File: src/rtl/core/grs_pkg.sv
// Shared types and constants for the group reverse stream block.
package grs_pkg;

  // Width of one data value.
  localparam int VALUE_W = 32;

  // Width and reset value of the group size register.
  localparam int GROUP_SIZE_W = 5;
  localparam logic [GROUP_SIZE_W-1:0] GROUP_SIZE_RESET = 5'd2;

  // Controller states.
  typedef enum logic [1:0] {
    ST_IDLE,
    ST_READ,
    ST_SHOW
  } state_t;

  // Commands from the controller to the datapath.
  typedef struct packed {
    logic accept;
    logic read;
    logic advance;
  } ctrl_cmd_t;

  // Status from the datapath to the controller.
  typedef struct packed {
    logic has_results;
    logic last;
  } ctrl_status_t;

endpackage

File: src/rtl/core/grs_ctrl.sv
// Controller state machine for the group reverse stream block.
module grs_ctrl (
  input  logic                  clk,
  input  logic                  rst,
  input  logic                  in_valid,
  output logic                  in_ready,
  output logic                  out_valid,
  input  logic                  out_ready,
  input  grs_pkg::ctrl_status_t status,
  output grs_pkg::ctrl_cmd_t    cmd
);

  grs_pkg::state_t state;
  grs_pkg::state_t state_next;

  // State register.
  always_ff @(posedge clk) begin
    if (rst) begin
      state <= grs_pkg::ST_IDLE;
    end else begin
      state <= state_next;
    end
  end

  // Next state: an accepted beat that releases results starts a burst, and
  // each result is read from the store and then shown until taken.
  always_comb begin
    state_next = state;
    case (state)
      grs_pkg::ST_IDLE: begin
        if (in_valid && status.has_results) begin
          state_next = grs_pkg::ST_READ;
        end
      end
      grs_pkg::ST_READ: begin
        state_next = grs_pkg::ST_SHOW;
      end
      grs_pkg::ST_SHOW: begin
        if (out_ready) begin
          state_next = status.last ? grs_pkg::ST_IDLE : grs_pkg::ST_READ;
        end
      end
      default: begin
        state_next = grs_pkg::ST_IDLE;
      end
    endcase
  end

  // Outputs: handshakes and datapath commands.
  always_comb begin
    in_ready    = 1'b0;
    out_valid   = 1'b0;
    cmd.accept  = 1'b0;
    cmd.read    = 1'b0;
    cmd.advance = 1'b0;
    case (state)
      grs_pkg::ST_IDLE: begin
        in_ready   = 1'b1;
        cmd.accept = in_valid;
      end
      grs_pkg::ST_READ: begin
        cmd.read = 1'b1;
      end
      grs_pkg::ST_SHOW: begin
        out_valid   = 1'b1;
        cmd.advance = out_ready;
      end
      default: begin
        in_ready = 1'b0;
      end
    endcase
  end

endmodule

File: src/rtl/core/grs_datapath.sv
// Datapath for the group reverse stream block: group store, counters and output register.
module grs_datapath #(
  parameter int MAX_GROUP = 16
) (
  input  logic                                clk,
  input  logic                                rst,
  input  logic                                group_size_write,
  input  logic [grs_pkg::GROUP_SIZE_W-1:0]    group_size,
  input  logic signed [grs_pkg::VALUE_W-1:0]  item_value,
  input  logic                                item_final,
  input  grs_pkg::ctrl_cmd_t                  cmd,
  output grs_pkg::ctrl_status_t               status,
  output logic signed [grs_pkg::VALUE_W-1:0]  out_value,
  output logic                                run_end,
  output logic                                sequence_end
);

  localparam int IW = (MAX_GROUP > 1) ? $clog2(MAX_GROUP) : 1;
  localparam int CW = $clog2(MAX_GROUP + 1);
  localparam int EW = (CW > grs_pkg::GROUP_SIZE_W) ? CW : grs_pkg::GROUP_SIZE_W;
  localparam logic [CW-1:0] MAX_COUNT = CW'(MAX_GROUP);
  localparam logic [IW-1:0] LAST_IDX  = IW'(MAX_GROUP - 1);

  logic [grs_pkg::GROUP_SIZE_W-1:0] size_reg;
  logic [CW-1:0]                    fill_count;
  logic [CW-1:0]                    run_len;
  logic [IW-1:0]                    pos;
  logic                             reverse;
  logic                             seq_final;
  logic [grs_pkg::VALUE_W-1:0]      rd_data;
  logic [grs_pkg::VALUE_W-1:0]      group_store [MAX_GROUP];

  logic [CW-1:0] eff_size;
  logic [IW-1:0] wr_idx;
  logic [CW-1:0] held;
  logic          full_group;
  logic [IW-1:0] rd_addr;
  logic          last;

  // Configuration register.
  always_ff @(posedge clk) begin
    if (rst) begin
      size_reg <= grs_pkg::GROUP_SIZE_RESET;
    end else if (group_size_write) begin
      size_reg <= group_size;
    end
  end

  // Effective group size: zero acts as one, large values saturate.
  always_comb begin
    if (size_reg == '0) begin
      eff_size = CW'(1);
    end else if (EW'(size_reg) > EW'(MAX_GROUP)) begin
      eff_size = MAX_COUNT;
    end else begin
      eff_size = CW'(size_reg);
    end
  end

  // Store slot for the incoming beat and the count held after it.
  always_comb begin
    wr_idx     = (fill_count >= MAX_COUNT) ? LAST_IDX : IW'(fill_count);
    held       = CW'(wr_idx) + CW'(1);
    full_group = (held >= eff_size);
  end

  assign status.has_results = full_group || item_final;

  // Fill count and burst bookkeeping.
  always_ff @(posedge clk) begin
    if (rst) begin
      fill_count <= '0;
      pos        <= '0;
    end else if (cmd.accept) begin
      pos <= '0;
      if (full_group || item_final) begin
        fill_count <= '0;
      end else begin
        fill_count <= held;
      end
    end else if (cmd.advance) begin
      pos <= pos + IW'(1);
    end
  end

  // Burst descriptor, captured with each accepted beat.
  always_ff @(posedge clk) begin
    if (cmd.accept) begin
      run_len   <= held;
      reverse   <= full_group;
      seq_final <= item_final;
    end
  end

  // Read order: newest first for a full group, arrival order otherwise.
  always_comb begin
    rd_addr = reverse ? IW'(run_len - CW'(1) - CW'(pos)) : pos;
    last    = (CW'(pos) == run_len - CW'(1));
  end

  assign status.last = last;

  // Group store with one write port and one registered read port.
  always_ff @(posedge clk) begin
    if (cmd.accept) begin
      group_store[wr_idx] <= item_value;
    end
    if (cmd.read) begin
      rd_data <= group_store[rd_addr];
    end
  end

  // Result beat fields.
  assign out_value    = $signed(rd_data);
  assign run_end      = last;
  assign sequence_end = last && seq_final;

endmodule

File: src/rtl/core/group_reverse_stream_top.sv
// Top level of the group reverse stream block.
//
// Input channel: in_valid/in_ready carry one value (item_value) per beat,
// with item_final marking the last value of a sequence. Output channel:
// out_valid/out_ready carry one value (out_value) per beat, with run_end on
// the last result released by one input beat and sequence_end on the last
// result of the sequence.
// Every complete group of group_size values leaves newest first; a partial
// group cut short by item_final leaves in arrival order.
// An input beat that releases no results is only stored in the group. A beat
// that releases results keeps the input closed: each result is first read
// from the group store into the output register and shown until taken.
// A stalled receiver holds the shown result and its flags unchanged; the
// input stays closed until the burst is finished.
// Reset empties the group, returns the block to idle and sets group_size to 2.
// The user must write group_size via group_size_write only while idle; the block does not enforce it.
module group_reverse_stream_top #(
  parameter int MAX_GROUP = 16
) (
  input  logic                                clk,
  input  logic                                rst,
  input  logic                                group_size_write,
  input  logic [grs_pkg::GROUP_SIZE_W-1:0]    group_size,
  input  logic                                in_valid,
  output logic                                in_ready,
  input  logic signed [grs_pkg::VALUE_W-1:0]  item_value,
  input  logic                                item_final,
  output logic                                out_valid,
  input  logic                                out_ready,
  output logic signed [grs_pkg::VALUE_W-1:0]  out_value,
  output logic                                run_end,
  output logic                                sequence_end
);

  grs_pkg::ctrl_cmd_t    cmd;
  grs_pkg::ctrl_status_t status;

  // Controller.
  grs_ctrl u_ctrl (
    .clk       (clk),
    .rst       (rst),
    .in_valid  (in_valid),
    .in_ready  (in_ready),
    .out_valid (out_valid),
    .out_ready (out_ready),
    .status    (status),
    .cmd       (cmd)
  );

  // Datapath.
  grs_datapath #(
    .MAX_GROUP (MAX_GROUP)
  ) u_datapath (
    .clk              (clk),
    .rst              (rst),
    .group_size_write (group_size_write),
    .group_size       (group_size),
    .item_value       (item_value),
    .item_final       (item_final),
    .cmd              (cmd),
    .status           (status),
    .out_value        (out_value),
    .run_end          (run_end),
    .sequence_end     (sequence_end)
  );

endmodule

File: config.mk
export PLATFORM = sky130hd
export DESIGN_NAME = group_reverse_stream_top
export DESIGN_NICKNAME = d
export VERILOG_FILES = /design/src/rtl/core/grs_pkg.sv /design/src/rtl/core/grs_ctrl.sv /design/src/rtl/core/grs_datapath.sv /design/src/rtl/core/group_reverse_stream_top.sv
export SDC_FILE = /design/constraint.sdc
export NUM_CORES = 1
export LEC_CHECK = 0
export ABC_AREA = 1
export BUFFER_PORTS_ARGS = -buffer_cell sky130_fd_sc_hd__buf_2
export CORE_MARGIN = 10
export CORE_UTILIZATION = 50
export CTS_CLUSTER_DIAMETER = 60
export DETAILED_ROUTE_END_ITERATION = 10
export PLACE_DENSITY = 0.69
export RECOVER_POWER = 25
export SYNTH_ARGS = -nofsm -noshare
export SYNTH_HDL_FRONTEND = slang
export SYNTH_SLANG_ARGS = --single-unit
File: constraint.sdc
create_clock -name clk -period 3.4 [get_ports clk]
set_input_delay 0.34 -clock clk [delete_from_list [all_inputs] [get_ports clk]]
set_output_delay 0.34 -clock clk [all_outputs]
set_load 0.02 [all_outputs]
==> metrics.md <==
| Metric | Value |
|---|---|
| Run status | completed |
| Register bit total from synthesis | 567 |
| Max reg flops | 512 |
| Worst-Margin Slew | 0.766 ns |
| Worst-Skew Late Latency | 0.63 ns |
| Slew headroom | 48.9% |
| Hold slack | 0.0370 ns |
| Crit path capture type | output pin |
| Initial antenna violation count | 0 |
| Post-Place Cells | 3242 |
| Htree depth | 2 |
| DRC Markers | 0 |
| CTS tree | built |
| Vias | 17600 |
| Drt total wl | 62.4 mm |
| Crit Path Max Fanout | 5 |
| Worst path buffer plus inverter count | 2 |
| Core Region | 0.0503 sq mm |
| Crit path capture | sequence_end |
| Min Clock Period, post-route | 2.93 ns |
| Syn_area_per_cell | 9.94 sq um |
| GR Overflow Total | 0 |
| Die Wd | 246 um |
| P per Cell Area | 594 mW/mm^2 |
| Routed len/inst | 18.6 um |
| Via/cell ratio | 5.23 |
| Share of layout cells above drive strength 1 | 7.74% |
| Vias in the first global route | 17300 |
| Clock-pin slew on the worst setup and hold paths | 0.06 ns |
| Share of the synthesized area in the top cell type | 64.9% |
| Worst r2r src | u_datapath.run_len[0] |
| Worst hold path class | input pin to flop |
| Row Count | 82 |
| Max Fclk | 0.341 GHz |
| Die Y | 246 um |
| Yosys cell types | 28 |
| CTS Hold Bufs | 8 |
| First-pass GRT wire length | 97.0 mm |
| Final Instance Count excl. Fillers | 3359 |
| Synth Warn # | 0 |
| Syn nets | 2625 |
| Gr usage total | 20.6% |
| Post-synth top area cell | edfxtp_1 |
| Pin count of the biggest net entering global routing | 138 |
| Final slew viol count | 0 |
| Number of gates resized after cts | 0 |
| Fillers | 4180 |
| Most frequent cells in the layout | 736 x nand2_1, 551 x edfxtp_1, 515 x inv_1 |
| CP max-delay cell | edfxtp_1 |
| Largest Register | u_datapath.group_store |
| RSZ-0062 raised after global routing | no |
| Die area | 0.0605 sq mm |
| Fin crit share | 86.2% |
| Most common cell after layout, fill and taps aside | nand2_1 |
| Post-synthesis cell area | 0.0255 sq mm |
| Post-CTS setup repair buffer count | 0 |
| Total CTS buffers | 59 |
| Critical path origin | u_datapath.run_len[0] |
| CP Launch Type | flop |
| Routed Antenna Nets | 0 |
| Post-DP HPWL | 33.3 mm |
| Reg-to-reg slack, setup | 0.55 ns |
| Reg-to-reg endpoint | u_datapath.out_value[31] |
| Layout area overhead | 12.7% |
| Clk sink count | 567 |
| 1st-iter DRT viols | 1678 |
| DRT Pass-1 Iters | 5 |
| Max incr delay on CP | 0.37 ns |
| Clk buf depth | 3 |
| GPL Wtd Cong | 0.799 |
| Final hold violations | 0 |
| Static Leak | 0.0127 uW |
| Register area share after synthesis | 66.1% |
| Levels on crit path | 9 |
| Crit-path most repeated cell | ha_1 |
| CP arrival | 2.59 ns |
| Initial core utilization | 50.7% |
| IO Pins | 79 |
| CP top delay family | adder cells |
| Setup violators final | 0 |
| Peak VDD IR | 437 uV |
| CTS root buffer | clkbuf_16 |
| TNS Setup | 0 ns |
| Buffers added on ports | 78 |
| Crit path cell chain | inv_1 -> ha_1 -> xor2_1 -> ha_1 -> nand2_1 -> nor2_1 -> nand3_1 -> nor3b_1 -> buf_2 |
| Top cells by area, synth | edfxtp_1 65%, nand2_1 11%, nand3_1 9.7% |
| Number of max-cap violations | 0 |
| Worst Path Class, Setup | flop to output pin |
| Syn Inst Count | 2567 |
| Cell count of the worst reg-to-reg path | 12 |
| Final #Nets | 2697 |
| Clk_skew | 0.0305 ns |
| WP data required | 3.06 ns |
-- worst min-delay path, delay by kind of cell --
| kind | cells | cell delay (ns) |
|---|---|---|
| buffers and inverters | 1 | 0.12 |
| AOI/OAI and AO/OA | 1 | 0.08 |
| and+or+nand+nor | 1 | 0.07 |
-- Yosys cell counts (all sizes together) --
library cell  number
nor2              44
xnor2              1
xor2               4
clkbuf            29
inv              517
ha                14
a21oi              8
a21boi             1
fa                 1
nor3               2
nor3b              2
nand3            492
dfxtp             16
o21bai             1
nand3b            32
a31oi              1
nand4              1
o21ai             11
buf               99
edfxtp           551
nand2            739
o31ai              1
-- area by class of cell --
cell class | count | area, sq um | share of cell area [%]
inverter | 517 | 1940 | 6.76
multi-input combinational | 1355 | 6240 | 21.7
tap | 672 | 841 | 2.92
timing repair buffer | 139 | 1060 | 3.69
clock inverter | 27 | 213 | 0.740
antenna | 1 | 2.50 | 0.00870
clock buffer | 81 | 1590 | 5.53
sequential | 567 | 16900 | 58.7
-- kinds of logic (layout without fill, tap and decap cells) --
logic type	Yosys count	count (layout)	synth area share, %
and+or+nand+nor	1312	1312	22.3
buffers and inverters	645	764	10.1
DFF	567	567	66.1
AOI/OAI and AO/OA	23	23	0.530
adders and majority gates	15	15	0.765
xor gates and xnor gates	5	5	0.172
other	0	1	0
-- per-layer routing --
layer,up-vias,track usage (%),part of all wire (%)
met5,-,0,0
met4,0,6.61,2.6
met3,118,3.34,7.1
met2,615,34.9,49
met1,8426,26.5,42
li1,8420,-,-
-- per-stage QoR --
step | total power [uW] | util, % | instance area, sq um | setup WS [ns]
after detailed placement | 11200 | 53.5 | 26900 | 0.631
after CTS | 17200 | 57.3 | 28800 | 0.433
after global placement | 11100 | 53.5 | 26900 | 0.708
final | 17100 | 57.2 | 28800 | 0.471
after floorplan | 10200 | - | 25500 | 0.359
after global routing | 17800 | 57.2 | 28800 | 0.284
-- power breakdown --
group | total (uW) | internal (uW) | switching (uW)
combinational | 3060 | 888 | 2170
clock | 6030 | 3360 | 2670
sequential | 7980 | 7900 | 79.3
-- how the worst min path moves through the flow --
| stage | from | to | cells after the start |
|---|---|---|---|
| after floorplan | rst | u_ctrl.state[1] | 1 |
| after CTS | group_size_write | u_datapath.size_reg[2] | 3 |
| after global routing | out_ready | u_ctrl.state[1] | 4 |
| after global placement | u_datapath.fill_count[0] | u_datapath.fill_count[0] | 2 |
| final | group_size_write | u_datapath.size_reg[2] | 3 |
| after detailed placement | u_datapath.fill_count[1] | u_datapath.fill_count[1] | 2 |
(Power assumes the default switching activity.)
